$ cat config.mk
export PLATFORM = sky130hd
export DESIGN_NAME = exa_dly
export DESIGN_NICKNAME = d
export VERILOG_FILES = /design/src/exa_dly.sv
export SDC_FILE = /design/constraint.sdc
export NUM_CORES = 1
export LEC_CHECK = 0
export ABC_AREA = 1
export ABC_CLOCK_PERIOD_IN_PS = 1200
export BUFFER_PORTS_ARGS = -buffer_cell sky130_fd_sc_hd__clkbuf_2
export CORE_MARGIN = 5
export CORE_UTILIZATION = 53
export DETAILED_ROUTE_END_ITERATION = 7
export PLACE_DENSITY = 0.84
export SLEW_MARGIN = 20
export SYNTH_ARGS = -nofsm -noshare
export SYNTH_HDL_FRONTEND = slang
export SYNTH_SLANG_ARGS = --single-unit
$ cat constraint.sdc
create_clock -name clk -period 1.2 [get_ports clk]
set_input_delay 0.24 -clock clk [delete_from_list [all_inputs] [get_ports clk]]
set_output_delay 0.24 -clock clk [all_outputs]
set_load 0.01 [all_outputs]
$ cat src/exa_dly.sv
// Delay line that carries side data alongside the arithmetic stages.
// Depends on nothing but the stage enable of the top level.
`default_nettype none
module exa_dly #(
	parameter int unsigned W = 32,
	parameter int unsigned N = 2
) (
	input  wire logic         clk,
	input  wire logic         en,
	input  wire logic [W-1:0] d,
	output logic [W-1:0]      q
);
	logic [W-1:0] dly_q [N];

	always_ff @(posedge clk) begin
		if (en) begin
			dly_q[0] <= d;
			for (int i = 1; i < N; i++) dly_q[i] <= dly_q[i-1];
		end
	end

	assign q = dly_q[N-1];
endmodule
`default_nettype wire

; After elaboration in Yosys (flattened, before gate mapping)
; Memory sizes are Yosys's and may differ from the RTL's.
; Cells that the tools add are included.
; W data, S select, Z words.
[word_totals]
ff_bits = 0
in_bits = 34
n_memories = 1
ram_bits = 64
[op_classes]
muxes = 2
[mem_list]
columns = memory, depth, width, rd, rd_ports_with_merged_regs, wr, line_no
row1 = dly_q, 2, 32, 2, 0, 2, 13  ; logic [W-1:0] dly_q [N];
[ops]
columns = operator, count
row1 = $mux W1, 2

; Longest topological paths before layout
[logic_depth]
ltp_word = 2
depth_mapped = 1
ltp_nobuf = 0

; Worst setup path after synthesis
; OpenSTA, ideal clock, no wires.
[synth_path]
path_type = flip-flop to output port
startpoint = mem dly_q[1][0], in the netlist dly_q[0][32]
endpoint = out q[0]
stages_incl_launch_ff = 2
n_path_buf = 1
setup_slack_ns = 0.484
t_arrival_ns = 0.476
path_cell_list = edfxtp_1 buf_4
[synth_rtl]
columns = element, line_no
row1 = "start, declared", 13
row2 = "end, declared", 11  ; output logic [W-1:0] q

==> results.json <==
{
  "synth-adder-area-share": 0,
  "synth-simple-area-share": 0,
  "dieArea_sq_mm": 0.00546,
  "ff2ff_setup_slack_ns": 0.57,
  "r2r_cells": 0,
  "path_buf_inv": 1,
  "multi_input_cells": 0,
  "syn_area_per_cell_sq_um": 22.5,
  "antenna_found_initial": 0,
  "multi_input_area_sq_um": 0,
  "ant_nets": 0,
  "worstSetupPathType": "flip-flop to primary output",
  "yosysMostFrequentCell": "edfxtp_1",
  "endpoint_kind": "primary output",
  "p_int_uw": 3470,
  "num_vias": 858,
  "required_ns": 0.96,
  "fmax_ghz": 0.926,
  "hold_viol_final": 0,
  "die_h_um": 73.9,
  "crit_fanout": 1,
  "grt_max_degree": 23,
  "ys_warn_count": 0,
  "netlist_top_cells_count": "64 x edfxtp_1, 32 x buf_4",
  "gp_congestion": 0.670,
  "seqPwrFrac": 0.630,
  "clk_latency_ns": 0.32,
  "tightest_slew_ns": 0.260,
  "drv_slew": 0,
  "synth_xor_area_frac": 0,
  "cp_top_family": "flip-flops",
  "holdPathEnd": "dly_q[0][31]",
  "syn_nets": 130,
  "clock_path_buffers": 2,
  "synth_edf_count": 64,
  "synth-seq-cells": 64,
  "reg2reg_to": "dly_q[0][45]",
  "relSlewSlack": 0.826,
  "status": "finished, final reports clean",
  "post_cts_resized": 0,
  "synth_mux_area_frac": 0,
  "r2r-start": "dly_q[0][13]",
  "period_share": 0.900,
  "cp_data_arrival_time_ns": 0.84,
  "drc": 0,
  "die_width_um": 73.9,
  "synthFlopType": "edfxtp_1",
  "path_clk_slew_ns": 0.06,
  "holdBufCountCts": 0,
  "synth_top_area_share": 0.889,
  "cts_tree": "yes",
  "initial_core_util": 0.544,
  "num_antenna_cells": 0,
  "rows": 23,
  "maxCapViolCount": 0,
  "crit_slowest_cell": "edfxtp_1",
  "dp_hpwl_mm": 1.93,
  "crit_chain": "clkbuf_2",
  "switching_share": 0.188,
  "syn_inst": 96,
  "clkPwrFrac": 0.319,
  "synthTopCellsByArea": "edfxtp_1 89%, buf_4 11%",
  "yosysUniqueCellTypes": 2,
  "crit_path_start_kind": "flip-flop",
  "synth_top_family_by_area": "buffers and inverters",
  "routed_wl_mm": 2.59,
  "wl_per_cell_um": 13.2,
  "slowest_delay_ns": 0.38,
  "regMostFlops": "dly_q",
  "area_growth_pct": 16.3,
  "grt_usage": 0.111,
  "io_buffers": 65,
  "dr.pass1.iters": 4,
  "startpoint": "dly_q[0][49]",
  "clockRootBuffer": "clkbuf_8",
  "p_per_area_mw_per_mm2": 1700,
  "setup_viol": 0,
  "overflow": 0,
  "final.min_clock_period_ns": 1.08,
  "io-pin-count": 66,
  "synth_compound_area_frac": 0,
  "cts_setup_buffers": 0,
  "rsz0062_at_grt": "false",
  "comb_power_share": 0.051,
  "seq_area_frac_synth": 0.889,
  "place_ws_ns": 0.199,
  "grt_pass1_vias": 928,
  "finalWorstSetupSlack_ns": 0.120,
  "grt_pass1_wl_mm": 4.08,
  "synth_top_area_cell": "edfxtp_1",
  "hold_depth": 1,
  "drt_first_iter_violations": 25,
  "syn_area_sq_mm": 0.00216,
  "p_sw_uw": 801,
  "drive_above_1_share": 0.534,
  "holdCritPathClass": "primary input to flip-flop",
  "fin_setup_tns_ns": 0,
  "hold_path_startpoint": "d[31]",
  "largest_register_ffs": 64,
  "ir_drop_mv": 0.988,
  "cts_max_level": 3,
  "numCtsBuffers": 9,
  "async_reset_ff_frac": 0,
  "reg.largest.list": "dly_q x64",
  "leakagePower_uw": 0.000998,
  "cts_sinks": 64,
  "fin_nets": 177,
  "vias_per_cell": 4.38,
  "skew_ns": 0.00515,
  "placeableCoreArea_sq_mm": 0.00397
}
-- logic make-up after synthesis --
group	Yosys count
flip-flops	64
buffers and inverters	32
-- area by class of cell --
cell class	instances	area, sq um
Timing Repair Buffer	68	385
Clock buffer	12	135
Tap cell	50	62.6
Sequential cell	64	1920
Clock inverter	2	8.76
Fill cell	286	1460
-- cells in the final DEF, fill, tap and decap left out --
cell,synthesis,routed
clkbuf_2,0,65
clkinv_1,0,1
clkbuf_8,0,9
clkbuf_1,0,3
edfxtp_1,64,64
clkinv_2,0,1
buf_12,0,3
-- metal layers --
| layer | track usage | share of wire | up-vias |
|---|---|---|---|
| li1 | - | - | 417 |
| met1 | 0.109 | 0.33 | 383 |
| met2 | 0.160 | 0.49 | 53 |
| met3 | 0.0834 | 0.16 | 5 |
| met4 | 0.0785 | 0.015 | 0 |
| met5 | 0 | 0 | - |
-- metrics by stage --
step / utilization / power, uW / instance area, sq um / cells / hold slack [ns]
after floorplan: - / 2860 / 2160 / 96 / 0.339
after global placement: 0.597 / 2950 / 2370 / 182 / 0.403
after detailed placement: 0.597 / 2960 / 2370 / 182 / 0.405
after CTS: 0.633 / 4330 / 2510 / 196 / 0.0745
after global routing: 0.633 / 4470 / 2510 / 196 / 0.0689
final: 0.633 / 4270 / 2510 / 196 / 0.0967
-- power groups by stage --
stage	combinational [uW]	sequential (uW)	clock (uW)
floorplan	135	2730	0
global placement	217	2730	0
detailed placement	225	2740	0
CTS	225	2690	1410
global route	240	2710	1520
finish	219	2690	1360
-- worst max-delay path by stage --
stage | endpoint | slack, ns | depth (start not counted)
2_1_floorplan | q[0] | 0.48 | 1
3_3_place_gp | dly_q[0][58] | 0.21 | 2
3_5_place_dp | dly_q[0][2] | 0.20 | 2
4_1_cts | q[17] | 0.09 | 1
5_1_grt | q[5] | 0.06 | 1
6_report | q[17] | 0.12 | 1
(Power assumes the default switching activity.)
