$ cat src/exa_pkg.sv
// Package for the float32 exponential pipeline: float constants, the raw
// (unrounded) float record and the multiply, add and round functions.
// Depends on nothing; every module of the block but exa_dly imports it.
`default_nettype none
package exa_pkg;

	// Latency in register stages from an accepted item to its result.
	localparam int unsigned LAT = 20;

	localparam logic [31:0] F_HI_LIMIT = 32'h42B0_0000; // 88.0
	localparam logic [30:0] F_LO_MAG   = 31'h42A0_0000; // magnitude of -80.0
	localparam logic [31:0] F_POS_INF  = 32'h7F80_0000;
	localparam logic [31:0] F_QUIET    = 32'h0040_0000;
	localparam logic [31:0] F_LN2      = 32'h3F31_7218;
	localparam logic [31:0] F_INV_LN2  = 32'h3FB8_AA3B;
	localparam logic [31:0] F_C3       = 32'h3E2A_AAAB;
	localparam logic [31:0] F_C4       = 32'h3D2A_AAAB;
	localparam logic [31:0] F_C5       = 32'h3C08_8889;
	localparam logic [31:0] F_HALF     = 32'h3F00_0000;
	localparam logic [31:0] F_ONE      = 32'h3F80_0000;
	localparam logic [7:0]  EXP_BIAS   = 8'd127;

	// Unrounded result: value = s * 2^(e - 174).
	typedef struct packed {
		logic               sign;
		logic signed [11:0] e;
		logic [49:0]        s;
	} fp_raw_t;

	function automatic logic [5:0] lzc50(input logic [49:0] v);
		logic [5:0] n;
		n = 6'd50;
		for (int i = 0; i < 50; i++) begin
			if (v[i]) n = 6'(49 - i);
		end
		return n;
	endfunction

	function automatic fp_raw_t fmul_raw(input logic [31:0] a, input logic [31:0] b);
		logic [7:0]  ea, eb;
		logic [23:0] ma, mb;
		fp_raw_t     r;
		ea = (a[30:23] == 8'd0) ? 8'd1 : a[30:23];
		eb = (b[30:23] == 8'd0) ? 8'd1 : b[30:23];
		ma = {|a[30:23], a[22:0]};
		mb = {|b[30:23], b[22:0]};
		r.sign = a[31] ^ b[31];
		r.e    = $signed({4'd0, ea}) + $signed({4'd0, eb}) - 12'sd126;
		r.s    = {2'b00, 48'(ma) * 48'(mb)};
		return r;
	endfunction

	function automatic fp_raw_t fadd_raw(input logic [31:0] a, input logic [31:0] b);
		logic [31:0] big, sml;
		logic [7:0]  eb, es, d;
		logic [6:0]  dcap;
		logic [23:0] mb, ms;
		logic [95:0] t;
		logic [49:0] bs, ss, s;
		logic        st, sub;
		fp_raw_t     r;
		if (a[30:0] >= b[30:0]) begin
			big = a;
			sml = b;
		end else begin
			big = b;
			sml = a;
		end
		eb   = (big[30:23] == 8'd0) ? 8'd1 : big[30:23];
		es   = (sml[30:23] == 8'd0) ? 8'd1 : sml[30:23];
		mb   = {|big[30:23], big[22:0]};
		ms   = {|sml[30:23], sml[22:0]};
		d    = eb - es;
		dcap = (d > 8'd72) ? 7'd72 : d[6:0];
		t    = {ms, 72'd0} >> dcap;
		st   = |t[47:0];
		bs   = {2'b00, mb, 24'd0};
		// Bits shifted out are jammed into the lowest bit.
		ss   = {2'b00, t[95:49], t[48] | st};
		sub  = a[31] ^ b[31];
		s    = sub ? (bs - ss) : (bs + ss);
		r.s    = s;
		r.e    = $signed({4'd0, eb});
		r.sign = (s == 50'd0 && sub) ? 1'b0 : big[31];
		return r;
	endfunction

	// Normalise and round to nearest even, with subnormal results.
	function automatic logic [31:0] fround(input fp_raw_t r);
		logic [5:0]         lz;
		logic signed [11:0] en, rs;
		logic [49:0]        sh;
		logic [99:0]        wide;
		logic [7:0]         ef;
		logic               st, rnd, inf;
		logic [30:0]        mag;
		lz   = lzc50(r.s);
		en   = r.e + 12'sd2 - $signed({6'd0, lz});
		rs   = -(r.e + 12'sd1);
		st   = 1'b0;
		inf  = 1'b0;
		ef   = 8'd0;
		wide = {r.s, 50'd0};
		if (en >= 12'sd255) begin
			inf = 1'b1;
			sh  = 50'd0;
		end else if (en >= 12'sd1) begin
			sh = r.s << lz;
			ef = en[7:0];
		end else if (r.e >= -12'sd1) begin
			sh = r.s << 6'(r.e + 12'sd1);
		end else if (rs > 12'sd50) begin
			sh = 50'd0;
			st = |r.s;
		end else begin
			wide = wide >> rs[5:0];
			sh   = wide[99:50];
			st   = |wide[49:0];
		end
		rnd = sh[25] & (st | (|sh[24:0]) | sh[26]);
		mag = {ef, sh[48:26]} + {30'd0, rnd};
		if (r.s == 50'd0) return {r.sign, 31'd0};
		if (inf) return {r.sign, F_POS_INF[30:0]};
		return {r.sign, mag};
	endfunction

endpackage
`default_nettype wire

$ cat src/exa_fmul.sv
// Two-stage float32 multiplier: product in the first stage, rounding in the second.
// Depends on exa_pkg.
`default_nettype none
module exa_fmul import exa_pkg::*; (
	input  wire logic        clk,
	input  wire logic        en,
	input  wire logic [31:0] a,
	input  wire logic [31:0] b,
	output logic [31:0]      y
);
	fp_raw_t     raw_s1;
	logic [31:0] y_s2;

	always_ff @(posedge clk) begin
		if (en) begin
			raw_s1 <= fmul_raw(a, b);
			y_s2   <= fround(raw_s1);
		end
	end

	assign y = y_s2;
endmodule
`default_nettype wire

$ cat config.mk
export PLATFORM = sky130hd
export DESIGN_NAME = exa_fmul
export DESIGN_NICKNAME = d
export VERILOG_FILES = /design/src/exa_pkg.sv /design/src/exa_fmul.sv
export SDC_FILE = /design/constraint.sdc
export NUM_CORES = 2
export LEC_CHECK = 0
export BUFFER_PORTS_ARGS = -buffer_cell sky130_fd_sc_hd__buf_2
export CORE_MARGIN = 10
export CORE_UTILIZATION = 30
export DETAILED_ROUTE_END_ITERATION = 8
export SLEW_MARGIN = 20
export SYNTH_ARGS = -nofsm -noshare
export SYNTH_HDL_FRONTEND = slang
export SYNTH_SLANG_ARGS = --single-unit
$ cat constraint.sdc
create_clock -name clk -period 13.6 [get_ports clk]
set_clock_uncertainty 0.1 [all_clocks]
set_input_delay 2.72 -clock clk [delete_from_list [all_inputs] [get_ports clk]]
set_output_delay 2.72 -clock clk [all_outputs]
set_load 0.05 [all_outputs]
# == Word level (Yosys, flattened, before mapping) ==
# Index checks and enable logic that the tools add are counted.
# W data, S select, Z words.
# op_classes
n_shift,3
mul,1
n_bitwise,4
order_cmp,4
n_reduce_logical,8
n_addsub,7
muxes,75
# op_table
operator,count
$mux W6,48
$mux W49,5
$mux W32,4
$shr A98 B6 Y99,1
$shl A48 B6 Y49,2
$logic_not A50 Y1,1
$reduce_or A50 Y1,1
$mul A24 B24 Y48,1
$reduce_or A48 Y1,1
$mux W8,5
$add A31 B1 Y31,1
$reduce_or A25 Y1,1
$logic_not A8 Y1,2
$reduce_or A8 Y1,2
$add A12 B2 Y12 const B,1
$add A12 B3 Y12 const B,1
$ge A12 B1 Y1 const B,1
$ge A12 B2 Y1 const B,1
$ge A12 B9 Y1 const B,1
$gt A12 B7 Y1 const B,1
$mux W1,12
$neg A12 Y12,1
$sub A12 B7 Y12,1
$sub A9 B7 Y10 const B,1
other kinds (5),6
# totals
elab_cells,106
output_inout_bits,32
ff_bits,93
in_bits,66

# == Depth between registers and ports, before layout ==
# logic_depth
depth_word,61
depth_mapped,32
mapped_depth_nobuf,29

# == Least setup slack after synthesis ==
# No wires, ideal clock.
# synth_timing
kind,input to register
startpoint,input a[14]
endpoint,register raw_s1[44] (netlist name) (data pin)
setup_slack_ps,3764
t_required_ps,13241
n_path_buf,2
path_stages,26
t_arrival_ps,9477
setup_time_ps,259
path_cell_list,clkbuf_1 > nand2_1 > fa_1 > inv_1 > fa_1 > fa_1 > fa_1 > fa_1 > inv_1 > fa_1 > inv_1 > fa_1 > ha_1 > clkbuf_1 > a21o_1 > a21o_1 > a21o_1 > a221o_1 > a31o_2 > a31oi_1 > a31oi_1 > a211o_1 > a31oi_1 > o21ai_0 > a21oi_1 > xnor2_1
# synth_via
elab_chain_cells,1
# synth_rtl
item,line_no,rtl
from (decl),exa_fmul.sv:7,"input wire logic [31:0] a,"
$mul A24 B24 Y48,exa_pkg.sv:49,"r.s = {2'b00, 48'(ma) * 48'(mb)};"
to (signal assigned),exa_fmul.sv:16,"raw_s1 <= fmul_raw(a, b);"
to (decl),exa_fmul.sv:11,fp_raw_t raw_s1;
# No other way between the ends.
# A chain may end at the register's enable or synchronous reset.

# == Worst setup path after layout ==
# layout_timing
startpoint,input a[13]
endpoint,register raw_s1[47] (netlist name) (data pin)
# Same word-level chain as after synthesis.

==> out/metrics.yaml <==
status:
  outcome: "complete, no violations"
drt:
  top_layer_used: "met4"
  wl_met2_um: 52800
  via_per_inst: 5.60
  ant_nets: 0
  routed-wl-met3_um: 11400
  vias: 30200
  wl_met1_um: 51500
  drc: 0
  first_pass_iters: 6
  routed_wl_um: 120000
  routedWlPerCell_um: 22.2
  drt_iter0_drc: 3188
logic_synthesis:
  synth_ff_type: "edfxtp_1"
  synthAdderAreaFrac_pct: 36.3
  synth-simple-area-share_pct: 19.5
  synth_cells: 4016
  synth_warnings: 0
  synth-edff-count: 91
  ys_seq_elements: 91
  yosysSeqAreaShare_pct: 8.05
  synthesis.nets: 4776
  avgSynthCellArea_sq_um: 8.45
  syn_area_sq_um: 33900
  synth_compound_area_share_pct: 14.9
  yosysUniqueCellTypes: 104
  ys_async_sr_fraction_pct: 0
  synth_top_family_by_area: "adder cells"
  synthXorXnorAreaFrac_pct: 2.24
  synth_mux_area_share_pct: 9.10
finish:
  regArea_sq_um: 2730
  drive_gt1_share_pct: 9.15
  multi_input_area_sq_um: 27900
  syn2layout_area_growth_pct: 5.50
  mostFrequentLayoutCell: "nand2_1"
  n_antenna_cell: 0
  fin_nets: 4648
  layout_common_cells: "nand2_1 (568), inv_1 (547), fa_1 (484), and2_1 (216), ha_1 (209)"
  fill_cells: 12000
  utilization_pct: 31.9
  final_cells: 5392
sta:
  hold_slack_ns: 0.332
  drv_slew: 0
  post-route-period-util_pct: 76.5
  fin_crit_ns: 10.40
  final-setup-viol-count: 0
  rsz0062_at_grt: "false"
  max_freq_ghz: 0.0962
  slew_headroom_pct: 24.1
  max_slew.worst_pin.slew_ns: 1.13
  tns_ns: 0
  hold_viol_final: 0
setup_path:
  cp.arrival_ns: 10.44
  cp_common_cell: "fa_1"
  rr_endpoint: "y[28]"
  crit_family: "adder cells"
  worstRegToRegCells: 25
  worst-path-stages: 24
  r2r_slack_ns: 3.41
  worstPathMaxFanout: 24
  critical_path_required_ns: 13.64
  crit_path_end_kind: "flip-flop"
  critPathKind: "in2reg"
  worstSetupStartpoint: "a[13]"
  r2r-start: "raw_s1[43]"
  crit_chain: "buf_2 > nand2_1 > fa_1 > inv_1 > fa_1 > fa_1 > inv_1 > fa_1 > fa_1 > inv_1 > fa_1 > fa_1 > ha_1 > a21o_1 > a221o_1 > a41o_1 > a41oi_1 > o21ai_0 > a211oi_1 > o21ai_0 > a21o_1 > a2111oi_0 > nor3_1 > xnor2_1"
  crit_path_end: "raw_s1[47]"
  cp_num_buf_inv: 4
  cpPeakStageDelay_ns: 0.56
  cp_slowest_cell: "fa_1"
  cp-start-kind: "input pin"
global_route:
  antenna_found_initial: 0
  grt_max_degree: 68
  grt_pass1_vias: 30300
  grt_overflow_total: 0
  grt_pass1_wl_um: 185000
  grt_use_total_pct: 18.4
clocking:
  clk_root_buffer_cell: "clkbuf_16"
  insertion_delay_ns: 0.40
  cts_resized: 0
  htree_num_levels: 3
  tritoncts: "built"
  clock_sinks: 91
  post_cts_buffers: 0
  cts_buffer_depth: 2
  cts_inserted_buffers: 9
  clk_pin_slew_ns: 0.08
  cts_hold_buf: 0
die:
  dieWidth_um: 356
  pin_count: 98
  initial_core_util_pct: 30.2
  fp.coreArea_sq_um: 112000
  dieHeight_um: 356
  dieArea_sq_um: 127000
  row_count: 123
placed_design:
  gp_congestion: 0.996
  dp_hpwl_um: 91300
  port_buffers: 97
  dp_cells: 5377
worst_hold_path:
  min_path_type: "reg2reg"
flow_run:
  max-cap-violations: 0
[flip-flops by register name, indices dropped and copies added (netlist names)]
signal  count
raw_s1     59
y          32
[routing by layer]
layer  up-vias  global-route usage [%]
met2      1725                    28.7
met1     14900                    25.6
met4         0                    5.46
met5         -                       0
met3       219                    3.42
li1      13300                       -
[cell families after synthesis]
group | after synthesis
AO/OA/AOI/OAI | 737
XOR/XNOR | 86
adder cells (fa/ha/maj) | 694
buffers and inverters | 840
flip-flops | 91
multiplexers | 214
AND/OR/NAND/NOR | 1354
[worst min-delay path by stage]
stage                    start     to  slack (ns)  cells after the start
floorplan           raw_s1[62]  y[31]        0.30                      0
global placement    raw_s1[62]  y[31]        0.30                      0
detailed placement  raw_s1[62]  y[31]        0.31                      0
CTS                 raw_s1[62]  y[31]        0.33                      0
global route        raw_s1[62]  y[31]        0.35                      0
finish              raw_s1[62]  y[31]        0.33                      0
[synthesized netlist by cell type (24+ instances only)]
cell      instances  area share, %
a211oi_1         37           0.82
a21o_1           43           0.95
a21oi_1         167            2.5
a31oi_1          32           0.59
and2_1          216            4.0
buf_2            61           0.90
clkbuf_1        194            2.1
edfxtp_1         91            8.1
fa_1            484             29
ha_1            210            7.7
inv_1           547            6.0
mux2_2           48            1.6
mux2i_1          95            2.8
mux4_2           71            4.7
nand2_1         568            6.3
nand2b_1         24           0.44
nand3_1          72            1.1
nand4_1          34           0.63
nor2_1          196            2.2
nor3_1           70            1.0
nor4_1           34           0.63
o211ai_1         30           0.66
o21ai_0         130            1.9
o31ai_1          29           0.64
xnor2_1          61            1.6
xor2_1           24           0.62
[cell type report]
| cell class | instances | area share (%) |
|---|---|---|
| Sequential cell | 91 | 7.63 |
| Clock inverter | 6 | 0.203 |
| Multi-Input combinational cell | 3085 | 78.0 |
| Tap cell | 1500 | 5.24 |
| Clock buffer | 9 | 0.629 |
| Timing Repair Buffer | 150 | 2.47 |
| Inverter | 551 | 5.78 |
[through the flow]
step	cell area, sq um	worst slack [ns]
after floorplan	33900	3.76
after global placement	35500	2.86
after detailed placement	35500	2.76
after CTS	35800	3.18
after global routing	35800	2.71
final	35800	3.20
Power is left out: the tool's default activity adds up to more than one toggle a clock period on the data nets, which glitch-free logic cannot reach.
