`config.mk`:
```
export PLATFORM = sky130hd
export DESIGN_NAME = exa_fadd
export DESIGN_NICKNAME = d
export VERILOG_FILES = /design/src/exa_pkg.sv /design/src/exa_fadd.sv
export SDC_FILE = /design/constraint.sdc
export NUM_CORES = 1
export LEC_CHECK = 0
export ABC_AREA = 1
export BUFFER_PORTS_ARGS = -buffer_cell sky130_fd_sc_hd__buf_2
export CAP_MARGIN = 10
export CORE_MARGIN = 4
export CORE_UTILIZATION = 36
export CTS_CLUSTER_DIAMETER = 50
export DETAILED_ROUTE_END_ITERATION = 16
export HOLD_SLACK_MARGIN = 0.03
export MAX_ROUTING_LAYER = met4
export PLACE_DENSITY = 0.49
export RECOVER_POWER = 50
export SLEW_MARGIN = 30
export SYNTH_ARGS = -nofsm -noshare
export SYNTH_HDL_FRONTEND = slang
export SYNTH_SLANG_ARGS = --single-unit
export TNS_END_PERCENT = 1
```
`constraint.sdc`:
```
create_clock -name clk -period 13.7 [get_ports clk]
set_input_delay 2.74 -clock clk [delete_from_list [all_inputs] [get_ports clk]]
set_output_delay 2.74 -clock clk [all_outputs]
set_load 0.05 [all_outputs]
```
`src/exa_pkg.sv`:
```
// Package for the float32 exponential pipeline: float constants, the raw
// (unrounded) float record and the multiply, add and round functions.
// Depends on nothing; every module of the block but exa_dly imports it.
`default_nettype none
package exa_pkg;

	// Latency in register stages from an accepted item to its result.
	localparam int unsigned LAT = 20;

	localparam logic [31:0] F_HI_LIMIT = 32'h42B0_0000; // 88.0
	localparam logic [30:0] F_LO_MAG   = 31'h42A0_0000; // magnitude of -80.0
	localparam logic [31:0] F_POS_INF  = 32'h7F80_0000;
	localparam logic [31:0] F_QUIET    = 32'h0040_0000;
	localparam logic [31:0] F_LN2      = 32'h3F31_7218;
	localparam logic [31:0] F_INV_LN2  = 32'h3FB8_AA3B;
	localparam logic [31:0] F_C3       = 32'h3E2A_AAAB;
	localparam logic [31:0] F_C4       = 32'h3D2A_AAAB;
	localparam logic [31:0] F_C5       = 32'h3C08_8889;
	localparam logic [31:0] F_HALF     = 32'h3F00_0000;
	localparam logic [31:0] F_ONE      = 32'h3F80_0000;
	localparam logic [7:0]  EXP_BIAS   = 8'd127;

	// Unrounded result: value = s * 2^(e - 174).
	typedef struct packed {
		logic               sign;
		logic signed [11:0] e;
		logic [49:0]        s;
	} fp_raw_t;

	function automatic logic [5:0] lzc50(input logic [49:0] v);
		logic [5:0] n;
		n = 6'd50;
		for (int i = 0; i < 50; i++) begin
			if (v[i]) n = 6'(49 - i);
		end
		return n;
	endfunction

	function automatic fp_raw_t fmul_raw(input logic [31:0] a, input logic [31:0] b);
		logic [7:0]  ea, eb;
		logic [23:0] ma, mb;
		fp_raw_t     r;
		ea = (a[30:23] == 8'd0) ? 8'd1 : a[30:23];
		eb = (b[30:23] == 8'd0) ? 8'd1 : b[30:23];
		ma = {|a[30:23], a[22:0]};
		mb = {|b[30:23], b[22:0]};
		r.sign = a[31] ^ b[31];
		r.e    = $signed({4'd0, ea}) + $signed({4'd0, eb}) - 12'sd126;
		r.s    = {2'b00, 48'(ma) * 48'(mb)};
		return r;
	endfunction

	function automatic fp_raw_t fadd_raw(input logic [31:0] a, input logic [31:0] b);
		logic [31:0] big, sml;
		logic [7:0]  eb, es, d;
		logic [6:0]  dcap;
		logic [23:0] mb, ms;
		logic [95:0] t;
		logic [49:0] bs, ss, s;
		logic        st, sub;
		fp_raw_t     r;
		if (a[30:0] >= b[30:0]) begin
			big = a;
			sml = b;
		end else begin
			big = b;
			sml = a;
		end
		eb   = (big[30:23] == 8'd0) ? 8'd1 : big[30:23];
		es   = (sml[30:23] == 8'd0) ? 8'd1 : sml[30:23];
		mb   = {|big[30:23], big[22:0]};
		ms   = {|sml[30:23], sml[22:0]};
		d    = eb - es;
		dcap = (d > 8'd72) ? 7'd72 : d[6:0];
		t    = {ms, 72'd0} >> dcap;
		st   = |t[47:0];
		bs   = {2'b00, mb, 24'd0};
		// Bits shifted out are jammed into the lowest bit.
		ss   = {2'b00, t[95:49], t[48] | st};
		sub  = a[31] ^ b[31];
		s    = sub ? (bs - ss) : (bs + ss);
		r.s    = s;
		r.e    = $signed({4'd0, eb});
		r.sign = (s == 50'd0 && sub) ? 1'b0 : big[31];
		return r;
	endfunction

	// Normalise and round to nearest even, with subnormal results.
	function automatic logic [31:0] fround(input fp_raw_t r);
		logic [5:0]         lz;
		logic signed [11:0] en, rs;
		logic [49:0]        sh;
		logic [99:0]        wide;
		logic [7:0]         ef;
		logic               st, rnd, inf;
		logic [30:0]        mag;
		lz   = lzc50(r.s);
		en   = r.e + 12'sd2 - $signed({6'd0, lz});
		rs   = -(r.e + 12'sd1);
		st   = 1'b0;
		inf  = 1'b0;
		ef   = 8'd0;
		wide = {r.s, 50'd0};
		if (en >= 12'sd255) begin
			inf = 1'b1;
			sh  = 50'd0;
		end else if (en >= 12'sd1) begin
			sh = r.s << lz;
			ef = en[7:0];
		end else if (r.e >= -12'sd1) begin
			sh = r.s << 6'(r.e + 12'sd1);
		end else if (rs > 12'sd50) begin
			sh = 50'd0;
			st = |r.s;
		end else begin
			wide = wide >> rs[5:0];
			sh   = wide[99:50];
			st   = |wide[49:0];
		end
		rnd = sh[25] & (st | (|sh[24:0]) | sh[26]);
		mag = {ef, sh[48:26]} + {30'd0, rnd};
		if (r.s == 50'd0) return {r.sign, 31'd0};
		if (inf) return {r.sign, F_POS_INF[30:0]};
		return {r.sign, mag};
	endfunction

endpackage
`default_nettype wire

```
`src/exa_fadd.sv`:
```
// Two-stage float32 adder: alignment and sum first, rounding second.
// Depends on exa_pkg.
`default_nettype none
module exa_fadd import exa_pkg::*; (
	input  wire logic        clk,
	input  wire logic        en,
	input  wire logic [31:0] a,
	input  wire logic [31:0] b,
	output logic [31:0]      y
);
	fp_raw_t     raw_s1;
	logic [31:0] y_s2;

	always_ff @(posedge clk) begin
		if (en) begin
			raw_s1 <= fadd_raw(a, b);
			y_s2   <= fround(raw_s1);
		end
	end

	assign y = y_s2;
endmodule
`default_nettype wire

```
**Yosys cells after proc, flatten, opt, wreduce, memory -nomap -nowiden**

Cells that the tools add are included.

- Latch bits: 0
- Bits in writable memories: 0
- Input bits: 66
- Bits in read-only memories: 0
- Flip-flop bits (word level): 91
- Memories: 0

- Add/sub/neg operators: 8
- Divide/modulo/power cells: 0
- Multiplexer cells: 83
- Equality and inequality tests: 0
- Reductions and logical operators: 11
- Multiply operators: 0
- $lt $le $gt $ge: 6
- Shifts and indexed selects: 4
- Bitwise operators: 5

Operator list:

| cell | number |
|---|---|
| 6-bit two-way mux | 50 |
| 49-bit two-way mux | 5 |
| 32-bit two-way mux | 6 |
| 50-bit zero test | 2 |
| 50-bit OR reduction | 2 |
| 50-bit by 6-bit << shifter with 49-bit output | 2 |
| 100-bit by 6-bit >> shifter with 99-bit output | 1 |
| 96-bit by 7-bit >> shifter with 96-bit output | 1 |
| 31-bit two-way mux | 2 |
| 50-bit two-way mux | 1 |
| 48-bit by 48-bit adder with 49-bit output | 1 |
| 48-bit by 48-bit subtractor with 49-bit output | 1 |
| 48-bit OR reduction | 1 |
| 8-bit two-way mux | 5 |
| 31-bit by 1-bit adder with 31-bit output | 1 |
| 31-bit greater-or-equal comparator | 1 |
| 25-bit OR reduction | 1 |
| 8-bit zero test | 2 |
| 8-bit OR reduction | 2 |
| 12-bit by 7-bit > comparator with 1-bit output (second input constant) | 1 |
| 1-bit two-way mux | 12 |
| 12-bit negation | 1 |
| 10-bit by 2-bit greater-or-equal comparator with 1-bit output (second input constant) | 1 |
| 10-bit by 9-bit greater-or-equal comparator with 1-bit output (second input constant) | 1 |
| other kinds (12) | 14 |

**Logic depth before layout (Yosys ltp)**

- Depth after elaboration: 63
- Depth in mapped cells: 79

**Worst setup path before layout**

Ideal clock, no wire load.

- Kind: input -> register
- Start point: input port b[30]
- End point: register raw_s1[62] in the netlist's numbering, data pin
- Cell stages on the path: 71
- Setup time: 267 ps
- Path buffers: 5
- Path slack: 2150 ps
- Arrival time: 11284 ps
- Data required time: 13433 ps
- Cell sequence: inv_1 ha_1 nand4_1 nor3b_1 nand2_1 nor4_1 a2111oi_1 nand2_1 buf_2 buf_2 clkbuf_1 buf_1 nand2_1 o21ai_0 nor4_1 a21oi_1 ha_1 inv_1 [... 35 more ...] nand2_1 nand2_1 a21oi_1 nor2_1 nor2_1 o31ai_1 nand3_1 nand2_1 nand3_1 nand2_1 nand2_1 nand2_1 xor2_1 nand3_1 nor2_1 nand3b_1 nor2_1 a21oi_1

- Cells in the longest elaborated chain, start to end: 15
- Elaborated cells on any way between the ends: 22
- Classes of those cells: add/sub: 3; order compare: 2; shift: 1; mux: 8; bitwise: 1; reduce/logical: 7

Ends and longest elaborated chain:

| item | RTL line | RTL |
|---|---|---|
| start, declared | exa_fadd.sv:8 | `input wire logic [31:0] b,` |
| 31-bit greater-or-equal comparator | exa_pkg.sv:62 | `if (a[30:0] >= b[30:0]) begin` |
| 32-bit two-way mux / 31-bit two-way mux (equally long branches) | exa_pkg.sv:62 |  |
| 32-bit two-way mux / 31-bit two-way mux (equally long branches) | exa_fadd.sv:15 | `if (en) begin` |
| 8-bit zero test (on tied branches) | exa_pkg.sv:69, exa_pkg.sv:70 |  |
| 8-bit two-way mux (on tied branches) | exa_pkg.sv:69, exa_pkg.sv:70 |  |
| 8-bit subtractor | exa_pkg.sv:73 | `d = eb - es;` |
| 8-bit by 7-bit > comparator with 1-bit output | exa_pkg.sv:74 | `dcap = (d > 8'd72) ? 7'd72 : d[6:0];` |
| 7-bit two-way mux | exa_pkg.sv:74 |  |
| 96-bit by 7-bit >> shifter with 96-bit output | exa_pkg.sv:75 | `t = {ms, 72'd0} >> dcap;` |
| 48-bit OR reduction | exa_pkg.sv:76 | `st = \|t[47:0];` |
| 1-bit OR | exa_pkg.sv:79 | `ss = {2'b00, t[95:49], t[48] \| st};` |
| 48-bit by 48-bit adder with 49-bit output / 48-bit by 48-bit subtractor with 49-bit output (equally long branches) | exa_pkg.sv:81 | `s = sub ? (bs - ss) : (bs + ss);` |
| 50-bit two-way mux | exa_pkg.sv:81 |  |
| 50-bit zero test | exa_pkg.sv:84 | `r.sign = (s == 50'd0 && sub) ? 1'b0 : big[31];` |
| 1-bit logical AND | exa_pkg.sv:84 |  |
| end signal, assigned | exa_fadd.sv:16 | `raw_s1 <= fadd_raw(a, b);` |
| end, declared | exa_fadd.sv:11 | `fp_raw_t raw_s1;` |

Several ways; a longest one is shown, not always the timed one. The select of a mux whose other input is x is not followed.
A chain may end at the register's enable or synchronous reset.

**Worst setup path in the final report**

Ends and elaborated chain as after synthesis.

==> impl_summary.log <==
[metrics] # port buffers: 97
[metrics] clock sinks: 91
[metrics] hold buffers post-CTS: 0
[metrics] count of distinct cell types in the synthesized netlist: 66
[metrics] number of antenna diodes: 0
[metrics] worst relative slew slack: -135%
[metrics] worst-path cell with the longest stage delay: fa_1
[metrics] area grow syn2layout: 6.73%
[metrics] share of synthesized area occupied by flip-flops and latches: 14.5%
[metrics] Post-Syn Area per Cell: 5.68 µm²
[metrics] critical path arrival: 12,620 ps
[metrics] Post-synth EDFFs: 91
[metrics] full die area: 56,000 µm²
[metrics] DIE WIDTH: 237 µm
[metrics] post-synth design cell area: 18,800 µm²
[metrics] max-slew violations: 65
[metrics] register bit count reported by yosys: 91
[metrics] initial antenna violation count: 0
[metrics] simple-gate portion of the synthesized area: 44.2%
[metrics] maxcap violations: 1
[metrics] FF-to-FF Start: raw_s1[0]$_DFFE_PP_
[metrics] launching element type of the critical path: primary input
[metrics] total routing usage reported by global routing: 29.3%
[metrics] Gate Count Post-Synth: 3,316
[metrics] Synth Area in Adders: 7.23%
[metrics] multi-input gate area in the final layout: 14,000 µm²
[metrics] HPWL after detailed placement: 69.1 mm
[metrics] clock root buffer master: clkbuf_16
[metrics] number of placement rows: 83
[metrics] total core area: 51,500 µm²
[metrics] detailed-route vias per instance: 5.52
[metrics] Post CTS Setup Buffer Count: 0
[metrics] CTS Buffer Depth: 2
[metrics] final core utilization: 39.0%
[metrics] Num CTS Buffers: 9
[metrics] xor-xnor portion of the synthesized cell area: 3.34%
[metrics] cts repair resizes: 0
[metrics] clock edge transition at the registers on the reported setup and hold paths: 70 ps
[metrics] type of the worst setup path: in -> reg
[metrics] number of DRC violations after detailed routing: 0
[metrics] number of global-route vias before repair: 20,600
[metrics] power per cell area: 200 nW/µm²
[metrics] total area of sequential cells: 2730 µm²
[metrics] share of flip-flops with an asynchronous set or reset after synthesis: 0%
[metrics] Critical Path Fanout Max: 28
[metrics] clock latency on the worst-skew pair: 370 ps
[metrics] effective utilization at floorplan: 36.6%
[metrics] Hold Path Class: reg -> reg
[metrics] pin count of the biggest net entering global routing: 100
[metrics] cell count of the worst reg-to-reg path: 76
[metrics] first-pass GRT wire length: 124 mm
[metrics] most frequently used flop master after synthesis: edfxtp_1
[metrics] count of TritonRoute iterations in the first routing pass: 6
[metrics] setup tns final: 0 ps
[metrics] Setup crit start: b[30]
[metrics] warning count from the yosys run: 0
[metrics] status: finished, violations left
[metrics] die outline height: 237 µm
[metrics] CTS tree: yes
[metrics] maximum clock skew at final layout: 8.04 ps
[metrics] cell type with the highest occurrence count on the critical path: nand2_1
[metrics] unrepaired setup endpoints after global routing: no
[metrics] number of top-level design ports: 98
[metrics] most common cell after layout, fill and taps aside: nand2_1
[metrics] reg2reg setup slack: 4120 ps
[metrics] nature of the critical path endpoint: flop
[metrics] dominant combinational cell family by area after synthesis: simple AND/OR/NAND/NOR gates
[metrics] Fill cells: 5,954
[metrics] complex-gate fraction of the synthesized area: 16.1%
[metrics] commonest cells after routing, fill and taps aside: nand2_1, nand3_1, inv_1
[metrics] worst reg2reg endpoint: y[28]$_SDFFCE_PN0P_
[metrics] post-synthesis mux area share: 3.51%
[metrics] number of vias in the routed layout: 22,100
[metrics] iteration-0 DRC count of the detailed router: 2,063
[metrics] Tightest Pin Transition: 3520 ps
[metrics] Worst path max stage delay: 400 ps
[metrics] end point of the most critical hold path: y[31]$_DFFE_PP_
[metrics] Period minus WS final: 12,530 ps
[metrics] Critical Path RT: 13,800 ps
[metrics] Fmax achieved: 0.0798 GHz
[metrics] grt ovf: 0
[metrics] number of hold violations in the final report: 0
[metrics] Routed WL: 83.3 mm
[metrics] portion of the clock cycle consumed by the worst path in the final layout: 91.4%
[metrics] ANT nets after route: 0
[metrics] layout cell share with drive strength beyond 1: 7.23%
[metrics] leak pwr: 9.68 nW
[metrics] total of endpoints with negative setup slack in the final report: 0
[metrics] nets in the synthesized netlist: 3,489
[metrics] GP Congestion: 1.03
[metrics] worst hold path depth: 0
[metrics] worst supply voltage drop on vdd: 64.7 µV
[metrics] violations in the final reports: max-capacitance violations, max-slew violations
[metrics] DR WL/cell: 20.8 µm
[metrics] hold path start: raw_s1[62]$_SDFFCE_PP0P_
[metrics] deepest level of the CTS H-tree: 3
[metrics] number of nets in the layout: 3,487
[flip-flops by register name (all words and copies together), names as in the netlist]
register / flops
y: 32
raw_s1: 59
[layer usage]
metal | vias up | wire length, µm | GRT usage (%)
li1 | 11000 | - | -
met3 | 153 | 4360 | 2.54
met4 | 0 | 4590 | 13.4
met1 | 10200 | 34100 | 35.4
met2 | 758 | 40200 | 49.8
met5 | - | 0 | -
[metrics by stage]
step	hold WS (ps)	instances	setup WS, ps	cell area [µm²]	power, W
floorplan	400	3316	2150	18800	0.00268
CTS	648	3999	1220	20100	0.00399
global placement	632	3983	963	19800	0.00375
finish	589	3999	1170	20100	0.00402
detailed placement	636	3983	870	19800	0.00372
global route	607	3999	58.6	20100	0.00437
[report_power, final]
part | switching, W | total (W) | internal [W]
registers | 0.0000968 | 0.000534 | 0.000437
clock network | 0.000115 | 0.000257 | 0.000142
logic | 0.00234 | 0.00323 | 0.000882
[critical path: cells and delay by family]
family	cells	cell delay, ps
AOI/OAI and AO/OA	18	2560
muxes	1	210
xor gates and xnor gates	2	340
adders and majority gates	4	1240
buffers and inverters	9	1280
and+or+nand+nor	37	4240
[kinds of logic after synthesis]
family,after synthesis
and+or+nand+nor,1913
AOI/OAI and AO/OA,546
buffers and inverters,522
adders and majority gates,107
DFF,91
xor gates and xnor gates,71
muxes,66
[cell usage after synthesis, drive strengths merged, types with 14 or more instances]
cell type | number | area, µm²
nor4 | 14 | 87.6
inv | 359 | 1350
nand3 | 430 | 2270
o21ai | 318 | 1600
or2 | 16 | 100
buf | 74 | 418
nor3 | 31 | 190
nand2 | 1039 | 3960
clkbuf | 83 | 312
edfxtp | 91 | 2730
a31oi | 17 | 106
mux2i | 66 | 661
ha | 104 | 1300
xor2 | 60 | 533
nand4 | 39 | 244
a21oi | 131 | 663
nor2 | 322 | 1300
[layout make-up]
type                            instances  area share (%)
Multi-Input combinational cell       2703            69.9
Sequential cell                        91            13.6
Inverter                              365            6.82
Tap cell                              680            4.23
Timing Repair Buffer                  144            3.95
Clock buffer                            9            1.12
Clock inverter                          7           0.361
[worst max path at each step]
stage / to / slack [ps]
2_1_floorplan: raw_s1[62]$_SDFFCE_PP0P_ / 2150
3_3_place_gp: raw_s1[62]$_SDFFCE_PP0P_ / 960
3_5_place_dp: raw_s1[62]$_SDFFCE_PP0P_ / 870
4_1_cts: raw_s1[62]$_SDFFCE_PP0P_ / 1220
5_1_grt: raw_s1[62]$_SDFFCE_PP0P_ / 60
6_report: raw_s1[62]$_SDFFCE_PP0P_ / 1170
Note: power is estimated with default switching activity, not from simulation.
