**src/exa_pkg.sv**
```systemverilog
// Package for the float32 exponential pipeline: float constants, the raw
// (unrounded) float record and the multiply, add and round functions.
// Depends on nothing; every module of the block but exa_dly imports it.
`default_nettype none
package exa_pkg;

	// Latency in register stages from an accepted item to its result.
	localparam int unsigned LAT = 20;

	localparam logic [31:0] F_HI_LIMIT = 32'h42B0_0000; // 88.0
	localparam logic [30:0] F_LO_MAG   = 31'h42A0_0000; // magnitude of -80.0
	localparam logic [31:0] F_POS_INF  = 32'h7F80_0000;
	localparam logic [31:0] F_QUIET    = 32'h0040_0000;
	localparam logic [31:0] F_LN2      = 32'h3F31_7218;
	localparam logic [31:0] F_INV_LN2  = 32'h3FB8_AA3B;
	localparam logic [31:0] F_C3       = 32'h3E2A_AAAB;
	localparam logic [31:0] F_C4       = 32'h3D2A_AAAB;
	localparam logic [31:0] F_C5       = 32'h3C08_8889;
	localparam logic [31:0] F_HALF     = 32'h3F00_0000;
	localparam logic [31:0] F_ONE      = 32'h3F80_0000;
	localparam logic [7:0]  EXP_BIAS   = 8'd127;

	// Unrounded result: value = s * 2^(e - 174).
	typedef struct packed {
		logic               sign;
		logic signed [11:0] e;
		logic [49:0]        s;
	} fp_raw_t;

	function automatic logic [5:0] lzc50(input logic [49:0] v);
		logic [5:0] n;
		n = 6'd50;
		for (int i = 0; i < 50; i++) begin
			if (v[i]) n = 6'(49 - i);
		end
		return n;
	endfunction

	function automatic fp_raw_t fmul_raw(input logic [31:0] a, input logic [31:0] b);
		logic [7:0]  ea, eb;
		logic [23:0] ma, mb;
		fp_raw_t     r;
		ea = (a[30:23] == 8'd0) ? 8'd1 : a[30:23];
		eb = (b[30:23] == 8'd0) ? 8'd1 : b[30:23];
		ma = {|a[30:23], a[22:0]};
		mb = {|b[30:23], b[22:0]};
		r.sign = a[31] ^ b[31];
		r.e    = $signed({4'd0, ea}) + $signed({4'd0, eb}) - 12'sd126;
		r.s    = {2'b00, 48'(ma) * 48'(mb)};
		return r;
	endfunction

	function automatic fp_raw_t fadd_raw(input logic [31:0] a, input logic [31:0] b);
		logic [31:0] big, sml;
		logic [7:0]  eb, es, d;
		logic [6:0]  dcap;
		logic [23:0] mb, ms;
		logic [95:0] t;
		logic [49:0] bs, ss, s;
		logic        st, sub;
		fp_raw_t     r;
		if (a[30:0] >= b[30:0]) begin
			big = a;
			sml = b;
		end else begin
			big = b;
			sml = a;
		end
		eb   = (big[30:23] == 8'd0) ? 8'd1 : big[30:23];
		es   = (sml[30:23] == 8'd0) ? 8'd1 : sml[30:23];
		mb   = {|big[30:23], big[22:0]};
		ms   = {|sml[30:23], sml[22:0]};
		d    = eb - es;
		dcap = (d > 8'd72) ? 7'd72 : d[6:0];
		t    = {ms, 72'd0} >> dcap;
		st   = |t[47:0];
		bs   = {2'b00, mb, 24'd0};
		// Bits shifted out are jammed into the lowest bit.
		ss   = {2'b00, t[95:49], t[48] | st};
		sub  = a[31] ^ b[31];
		s    = sub ? (bs - ss) : (bs + ss);
		r.s    = s;
		r.e    = $signed({4'd0, eb});
		r.sign = (s == 50'd0 && sub) ? 1'b0 : big[31];
		return r;
	endfunction

	// Normalise and round to nearest even, with subnormal results.
	function automatic logic [31:0] fround(input fp_raw_t r);
		logic [5:0]         lz;
		logic signed [11:0] en, rs;
		logic [49:0]        sh;
		logic [99:0]        wide;
		logic [7:0]         ef;
		logic               st, rnd, inf;
		logic [30:0]        mag;
		lz   = lzc50(r.s);
		en   = r.e + 12'sd2 - $signed({6'd0, lz});
		rs   = -(r.e + 12'sd1);
		st   = 1'b0;
		inf  = 1'b0;
		ef   = 8'd0;
		wide = {r.s, 50'd0};
		if (en >= 12'sd255) begin
			inf = 1'b1;
			sh  = 50'd0;
		end else if (en >= 12'sd1) begin
			sh = r.s << lz;
			ef = en[7:0];
		end else if (r.e >= -12'sd1) begin
			sh = r.s << 6'(r.e + 12'sd1);
		end else if (rs > 12'sd50) begin
			sh = 50'd0;
			st = |r.s;
		end else begin
			wide = wide >> rs[5:0];
			sh   = wide[99:50];
			st   = |wide[49:0];
		end
		rnd = sh[25] & (st | (|sh[24:0]) | sh[26]);
		mag = {ef, sh[48:26]} + {30'd0, rnd};
		if (r.s == 50'd0) return {r.sign, 31'd0};
		if (inf) return {r.sign, F_POS_INF[30:0]};
		return {r.sign, mag};
	endfunction

endpackage
`default_nettype wire

```
**src/exa_scale.sv**
```systemverilog
// Final stage: scales the polynomial by 2^k in the exponent field and merges
// the results decided at the input (NaN, overflow, underflow). Depends on exa_pkg.
`default_nettype none
module exa_scale import exa_pkg::*; (
	input  wire logic              clk,
	input  wire logic              en,
	input  wire logic [31:0]       poly,
	input  wire logic signed [8:0] k,
	input  wire logic              spec,
	input  wire logic [31:0]       spec_val,
	output logic [31:0]            res
);
	logic [4:0]         n;
	logic [23:0]        man;
	logic [7:0]         exf;
	logic signed [10:0] e;
	logic [31:0]        res_c;
	logic [31:0]        res_s1;

	always_comb begin
		n = 5'd0;
		if (poly[30:23] == 8'd0) begin
			n = 5'd24;
			for (int i = 0; i < 24; i++) begin
				if (poly[i]) n = 5'(23 - i);
			end
		end
		man = {1'b0, poly[22:0]} << n;
		exf = (poly[30:23] == 8'd0) ? 8'd1 : poly[30:23];
		e   = $signed({3'd0, exf}) - 11'sd127 + 11'(k) - $signed({6'd0, n});
		if (spec) res_c = spec_val;
		else if (poly[30:0] == 31'd0) res_c = 32'd0;
		else if (poly[30:23] == 8'hFF) res_c = poly;
		else if (e >= 11'sd128) res_c = F_POS_INF;
		else if (e <= -11'sd127) res_c = 32'd0;
		else res_c = {poly[31], 8'(e + 11'sd127), man[22:0]};
	end

	always_ff @(posedge clk) begin
		if (en) res_s1 <= res_c;
	end

	assign res = res_s1;
endmodule
`default_nettype wire
```
**config.mk**
```make
export PLATFORM = sky130hd
export DESIGN_NAME = exa_scale
export DESIGN_NICKNAME = d
export VERILOG_FILES = /design/src/exa_pkg.sv /design/src/exa_scale.sv
export SDC_FILE = /design/constraint.sdc
export NUM_CORES = 1
export LEC_CHECK = 0
export ABC_AREA = 1
export ABC_CLOCK_PERIOD_IN_PS = 5500
export BUFFER_PORTS_ARGS = -buffer_cell sky130_fd_sc_hd__buf_2
export CORE_MARGIN = 2
export CORE_UTILIZATION = 33
export CTS_BUF_LIST = sky130_fd_sc_hd__clkbuf_4 sky130_fd_sc_hd__clkbuf_8
export DETAILED_ROUTE_END_ITERATION = 6
export PLACE_DENSITY = 0.56
export SYNTH_ARGS = -nofsm -noshare
export SYNTH_HDL_FRONTEND = slang
export SYNTH_SLANG_ARGS = --single-unit
```
**constraint.sdc**
```tcl
create_clock -name clk -period 5.5 [get_ports clk]
set_input_delay 0.55 -clock clk [delete_from_list [all_inputs] [get_ports clk]]
set_output_delay 0.55 -clock clk [all_outputs]
set_load 0.02 [all_outputs]
```
Word-level counts from Yosys, hierarchy flattened
Cells that the tools add are included.
- flip-flop bits (word level): 32
- bits in latches: 0
- bits in writable memories: 0
- memory bits (read-only): 0
- input port bits: 76
- word-level logic and storage cells: 42
- memories: 0
- $add $sub $neg: 4
- multiply operators: 0
- divide/modulo/power cells: 0
- magnitude comparators: 2
- eq/ne operators: 1
- shifts and indexed selects: 1
- mux-type cells: 31
- bitwise logic cells: 0
- reductions and logical operators: 2
- operators with widths (kind ; number):
    32-bit 2-to-1 mux ; 5
    5-bit 2-to-1 mux ; 24
    31-bit logical NOT ; 1
    23-bit by 5-bit left shift with 23-bit output ; 1
    11-bit by 9-bit >= comparator with 1-bit output (second input constant) ; 1
    11-bit by 8-bit less-or-equal comparator with 1-bit output (second input constant) ; 1
    10-bit by 6-bit subtractor with 11-bit output ; 1
    9-bit by 9-bit adder with 10-bit output ; 1
    8-bit by 7-bit subtractor with 9-bit output (second input constant) ; 1
    8-bit adder (second input constant) ; 1
    8-bit equality test (second input constant) ; 1
    8-bit logical NOT ; 1
    8-bit 2-to-1 mux ; 1
    4-bit 2-to-1 mux ; 1

Longest topological paths before layout
Gate-level depths: netlist of run 1.
- depth after elaboration: 32
- mapped depth: 49
- mapped depth without buffers: 47

Worst setup path after synthesis of run 1
No wires, ideal clock.
- path kind: input-to-reg
- from: input poly[27]
- to: register res_s1[18], in the netlist res[18], data pin
- library setup time: 0.253 ns
- arrival: 4.432 ns
- required time: 5.247 ns
- path slack: 0.815 ns
- stages: 33
- path buffers: 2
- path through: nor2_1 -> nand3_1 -> nor4_1 -> nand2_1 -> inv_2 -> nand3_1 -> a21oi_1 -> inv_1 -> clkbuf_1 -> fa_1 -> ha_1 -> nand2_1 -> nand2_1 -> a31oi_1 -> o21ai_2 -> a21boi_2 -> nor2_1 -> nor2_2 -> o21bai_2 -> xor2_1 -> nor3_1 -> nand4_1 -> nand2_2 -> inv_4 -> nand2_4 -> nor2_8 -> nand2_4 -> buf_6 -> o21ai_1 -> nand3_1 -> nand2_1 -> nand2_1 -> nand2_1
- longest elaborated chain between the ends: 11
- elaborated cells on any way between the ends: 16
- ends and longest elaborated chain (item ; line ; text):
    from (decl) ; exa_scale.sv:7 ; input wire logic [31:0] poly,
    8-bit logical NOT ; exa_scale.sv:22, exa_scale.sv:29 ;
    8-bit 2-to-1 mux ; exa_scale.sv:29 ; exf = (poly[30:23] == 8'd0) ? 8'd1 : poly[30:23];
    8-bit by 7-bit subtractor with 9-bit output ; exa_scale.sv:30 ; e = $signed({3'd0, exf}) - 11'sd127 + 11'(k) - $signed({6'd0, n});
    9-bit by 9-bit adder with 10-bit output ; exa_scale.sv:30 ;
    10-bit by 6-bit subtractor with 11-bit output ; exa_scale.sv:30 ;
    11-bit by 8-bit less-or-equal comparator with 1-bit output ; exa_scale.sv:35 ; else if (e <= -11'sd127) res_c = 32'd0;
    32-bit 2-to-1 mux ; exa_scale.sv:35 ;
    32-bit 2-to-1 mux ; exa_scale.sv:34 ; else if (e >= 11'sd128) res_c = F_POS_INF;
    32-bit 2-to-1 mux ; exa_scale.sv:33 ; else if (poly[30:23] == 8'hFF) res_c = poly;
    32-bit 2-to-1 mux * ; exa_scale.sv:32 ; else if (poly[30:0] == 31'd0) res_c = 32'd0;
    32-bit 2-to-1 mux * ; exa_scale.sv:31 ; if (spec) res_c = spec_val;
    via res_c[18] ; exa_scale.sv:17 ; logic [31:0] res_c;
    to (signal assigned) ; exa_scale.sv:40 ; if (en) res_s1 <= res_c;
    to (decl) ; exa_scale.sv:18 ; logic [31:0] res_s1;
Mark *: on every way through the listed nets, which the timed path passes. The rest lies on a longest branch.
A chain may end at the register's enable or synchronous reset.

Worst setup path after layout of run 1
- from: input poly[27]
- to: register res_s1[14], in the netlist res[14], data pin
Same word-level chain as after synthesis.

==> results of run 1 <==
[critical path: cells and delay by family]
family                   cells  cell delay, ns
AND/OR/NAND/NOR             17            1.98
AO/OA/AOI/OAI                6            0.82
adder cells (fa/ha/maj)      2            0.75
buffers and inverters        7            0.71
XOR/XNOR                     1            0.16
[where the power goes]
| group | internal (mW) | total [mW] | switching [mW] |
|---|---|---|---|
| Combinational | 0.161 | 0.462 | 0.301 |
| Sequential | 0.306 | 0.313 | 0.00640 |
| Clock | 0.0832 | 0.161 | 0.0779 |
| Total | 0.551 | 0.936 | 0.385 |
[layout make-up]
cell class,count,share of cell area
multi-input cells,492,0.547
flip-flops and latches,32,0.205
repair buffers,116,0.129
inverters,80,0.0646
well taps,143,0.0382
clock buffers,5,0.0147
clock inverters,2,0.00160
[cell families (layout without fill, tap and decap cells)]
kind of cell,Yosys count,in the layout
adders and majority gates,22,22
and+or+nand+nor,378,378
DFF,32,32
AOI/OAI and AO/OA,79,79
buffers and inverters,104,203
xor gates and xnor gates,13,13
[worst paths after layout]
kind,from,end,slack [ns],depth (start not counted)
setup / recovery,poly[27],res[14],0.68,33
hold / removal,spec_val[14],res[14],0.54,3
[through the flow]
step	util	hold slack [ns]	power, mW	worst slack (ns)	instance area (um^2)
floorplan	-	0.662	0.640	0.815	3940
global placement	0.401	0.825	0.771	0.488	4610
detailed placement	0.401	0.823	0.778	0.429	4610
CTS	0.407	0.531	0.943	0.713	4690
global route	0.407	0.541	1.01	0.185	4690
finish	0.407	0.542	0.936	0.675	4690
[layer usage]
layer,track usage,wire length [um],part of all wire,vias up
li1,-,-,-,2284
met1,0.295,6130,0.45,2118
met2,0.335,5930,0.44,214
met3,0.0236,1060,0.078,34
met4,0.0829,430,0.032,0
met5,0,0,0,-
[cell usage in the layout, fill, tap and decap left out, types with 2 or more instances in the layout]
cell	n
a21oi_1	25
a21oi_2	2
a22o_1	3
a31oi_1	2
buf_2	107
buf_4	9
clkbuf_8	5
clkinv_1	3
edfxtp_1	32
fa_1	5
ha_1	17
inv_1	70
inv_2	8
nand2_1	190
nand2_2	2
nand2_4	4
nand3_1	130
nand4_1	2
nor2_1	37
nor3_1	5
nor4_1	3
o21ai_0	10
o21ai_1	17
o21bai_1	3
o22ai_1	7
or2_2	2
xnor2_1	4
xor2_1	9
==> impl_metrics.csv, run 1 <==
group,metric,value,unit
outcome,status,"finished clean",
layout,fin_cells,870,
place,gp_congestion,1.05,
timing,tns,0,ns
yosys,yosysMostFrequentCell,"nand2_1",
worst_setup_path,cp.required,5.65,ns
layout,n_fill_cell,1293,
power,leakage,2.45,nW
timing,slew_headroom,0.431,
clock_tree,cts_buffer_depth,2,
layout,regArea,961,um^2
place,dp.cells,863,
timing,finalHoldViolations,0,
worst_hold_path,worst_hold_path_type,"in2reg",
clock_tree,postCtsResizedCells,0,
timing,rsz0062_at_grt,"no",
yosys,synth_area_per_cell,6.28,um^2
routing,ant_nets,0,
clock_tree,cts.htree.levels,2,
floorplanning,die-area,12800,um^2
clock_tree,cts_tree,"done",
clock_tree,clk_pin_slew,0.06,ns
yosys,yosys.area_share.simple,0.422,
yosys,synth_area_leaders,"edfxtp_1, nand2_1, nand3_1",
layout,largest_register_ffs,32,
yosys,synth_top_area_cell,"edfxtp_1",
place,placement.io_buffers,107,
floorplanning,io_pins,108,
clock_tree,numCtsBuffers,5,
job,cap_violations,0,
global_route,grt_pass1_vias,4458,
yosys,synth_cells,628,
routing,wl_per_cell,15.6,um
worst_setup_path,cp_common_cell,"nand2_1",
global_route,overflow,0,
routing,drt-initial-drc-count,422,
timing,fmax,207,MHz
timing,fin_crit,4.82,ns
floorplanning,die_w,113,um
layout,drive_above_1_share,0.202,
worst_setup_path,worstSetupStartpointType,"input port",
worst_setup_path,crit_path_end_kind,"flop",
yosys,ys_top_cells_by_count,"nand2_1, nand3_1, inv_1",
layout,n_antenna_cell,0,
routing,via_per_inst,5.34,
timing,setup_violations,0,
global_route,grt_start_max_net_pins,39,
place,dp_hpwl,10700,um
routing,num_vias,4650,
yosys,synth_ff_type,"edfxtp_1",
yosys,synthesis.nets,726,
worst_setup_path,path_max_fanout,12,
layout,nets,825,
yosys,synth_edf_count,32,
power,irDropWorstVdd,72.4,uV
yosys,synth-seq-cells,32,
yosys,synth_mux_area_frac,0,
clock_tree,clock-root-buffer,"clkbuf_8",
yosys,synth_compound_area_frac,0.121,
global_route,antenna_found_initial,0,
yosys,synth_top_family_by_area,"simple AND/OR/NAND/NOR gates",
routing,wl,13600,um
floorplanning,core_area,11500,um^2
yosys,synth_xor_area_frac,0.0289,
timing,slew_violations,0,
clock_tree,ctsHoldBuffers,0,
clock_tree,clock-sinks,32,
timing,worst_pin_slew,0.851,ns
floorplanning,fp-row-count,39,
worst_setup_path,arrival,4.98,ns
layout,area_delta_synth_final,18.9,%
global_route,grt_pass1_wl,22100,um
yosys,yosys.cell_types.count,43,
clock_tree,cts_setup_buffers,0,
routing,drc,0,
yosys,yosys.area.top_type_share,0.244,
yosys,netlist_area,3940,um^2
yosys,yosysWarnings,0,
worst_setup_path,max_stage_delay,0.48,ns
floorplanning,start_util,0.342,
global_route,grt_use_total,0.211,
layout,multi_input_area,2570,um^2
yosys,synth_fa_ha_area_frac,0.0793,
worst_setup_path,setup.worst_path.class,"in2reg",
worst_setup_path,crit_slowest_cell,"fa_1",
routing,dr.pass1.iters,5,
power,powerDensity,200,nW/um^2
floorplanning,die_h,113,um
yosys,seq_area_frac_synth,0.244,
yosys,synth-async-reset-ratio,0,
timing,min_period_over_period,0.877,
No activity file was read; power rests on OpenSTA's default activity.
==> run 2: changes to the inputs <==
Settings changed: CTS_BUF_LIST sky130_fd_sc_hd__clkbuf_4 sky130_fd_sc_hd__clkbuf_8 to sky130_fd_sc_hd__clkbuf_4.
==> run 2 against run 1 <==
Net effect: die area unchanged; cell area down 0.67%; routed wire length down 0.21%; critical path depth unchanged; largest power group unchanged; hold slack worse by 0.050 ns; clock power down 27%; power down 4.7%; utilization down 0.27 points; largest cell class unchanged; setup slack better by 0.045 ns; maximum frequency up 0.95%.
==> impl_metrics.csv, run 2 (synthesized netlist as in run 1, its figures left out) <==
group,metric,value,unit
timing,setup_violations,0,
layout,n_fill_cell,1296,
worst_setup_path,max_stage_delay,0.48,ns
global_route,grt_pass1_vias,4452,
layout,final_cell_mix,"nand2_1, nand3_1, buf_2",
place,gp_congestion,1.05,
timing,fin_crit,4.78,ns
routing,wl,13500,um
clock_tree,cts.htree.levels,2,
layout,area_delta_synth_final,18.2,%
global_route,grt_start_max_net_pins,39,
layout,nets,825,
clock_tree,cts_buffer_depth,2,
routing,drt-initial-drc-count,431,
routing,wl_per_cell,15.5,um
timing,finalHoldViolations,0,
power,powerDensity,191,nW/um^2
layout,largest_register_ffs,32,
timing,slew_headroom,0.449,
worst_setup_path,path_max_fanout,12,
global_route,antenna_found_initial,0,
routing,via_per_inst,5.40,
floorplanning,start_util,0.342,
clock_tree,ctsHoldBuffers,0,
routing,top_layer,"met4",
routing,wl_met2,6010,um
outcome,status,"finished clean",
worst_hold_path,whs_path_depth,3,
clock_tree,clock-root-buffer,"clkbuf_4",
layout,drive_above_1_share,0.202,
timing,min_period_over_period,0.869,
timing,worst_pin_slew,0.824,ns
global_route,grt_pass1_wl,22100,um
clock_tree,cts_setup_buffers,0,
clock_tree,cts_tree,"done",
power,leakage,2.44,nW
worst_setup_path,crit_slowest_cell,"fa_1",
worst_setup_path,setup.worst_path.class,"in2reg",
floorplanning,die-area,12800,um^2
worst_setup_path,worstSetupStartpointType,"input port",
timing,fmax,209,MHz
worst_setup_path,crit_path_end_kind,"flop",
global_route,grt_use_total,0.212,
worst_hold_path,worst_hold_path_type,"in2reg",
layout,regArea,961,um^2
worst_setup_path,arrival,4.98,ns
power,irDropWorstVdd,64.5,uV
clock_tree,clk_pin_slew,0.10,ns
routing,ant_nets,0,
layout,layout_commonest_cell,"nand2_1",
routing,dr.pass1.iters,5,
clock_tree,postCtsResizedCells,0,
floorplanning,fp-row-count,39,
timing,hold_slack,0.492,ns
routing,met3_length,1120,um
layout,multi_input_area,2570,um^2
floorplanning,core_area,11500,um^2
floorplanning,io_pins,108,
routing,num_vias,4694,
worst_setup_path,cp_common_cell,"nand2_1",
routing,drc,0,
place,placement.io_buffers,107,
layout,n_antenna_cell,0,
place,dp_hpwl,10700,um
routing,wl_met1,5960,um
job,cap_violations,0,
floorplanning,die_w,113,um
timing,slew_violations,0,
worst_setup_path,cp.required,5.70,ns
clock_tree,numCtsBuffers,5,
clock_tree,clock-sinks,32,
timing,tns,0,ns
global_route,overflow,0,
floorplanning,die_h,113,um
timing,rsz0062_at_grt,"no",
## run 2: changes by cell type in the layout (fill, tap and decap cells not counted)
cell | previous run | this run
clkbuf_4 | 0 | 5
clkbuf_8 | 5 | 0
## run 2: metal layers
metal  vias up  GRT usage
met5         -          0
met4         0     0.0854
met3        38     0.0236
met2       253      0.336
met1      2115      0.294
li1       2288          -
## run 2: critical path, delay by kind of cell
family                     cells  cell delay [ns]
AOI/OAI and AO/OA              6             0.83
and+or+nand+nor               17             1.98
adders and majority gates      2             0.75
xor gates and xnor gates       1             0.16
buffers and inverters          7             0.70
## run 2: final timing paths
check / start / end / slack (ns)
setup / recovery: poly[27] / res[14] / 0.72
hold / removal: spec_val[14] / res[14] / 0.49
## run 2: final cells by class
type | instances | share of cell area
Sequential cell | 32 | 0.206
Clock inverter | 2 | 0.00161
Clock buffer | 5 | 0.00806
Multi-Input combinational cell | 492 | 0.551
Timing Repair Buffer | 116 | 0.129
Inverter | 80 | 0.0650
Tap cell | 143 | 0.0384
## run 2: power by group
group / switching, mW / internal [mW] / total, mW
clock: 0.0729 / 0.0445 / 0.117
sequential: 0.00638 / 0.306 / 0.312
combinational: 0.301 / 0.161 / 0.462
total: 0.380 / 0.512 / 0.892
## run 2: per-stage QoR
step	utilization	std cells	instance area, um^2	power (mW)	setup WS (ns)
floorplan	-	628	3940	0.640	0.815
global placement	0.401	863	4610	0.771	0.488
detailed placement	0.401	863	4610	0.778	0.429
CTS	0.404	870	4660	0.898	0.776
global route	0.404	870	4660	0.965	0.247
finish	0.404	870	4660	0.892	0.721
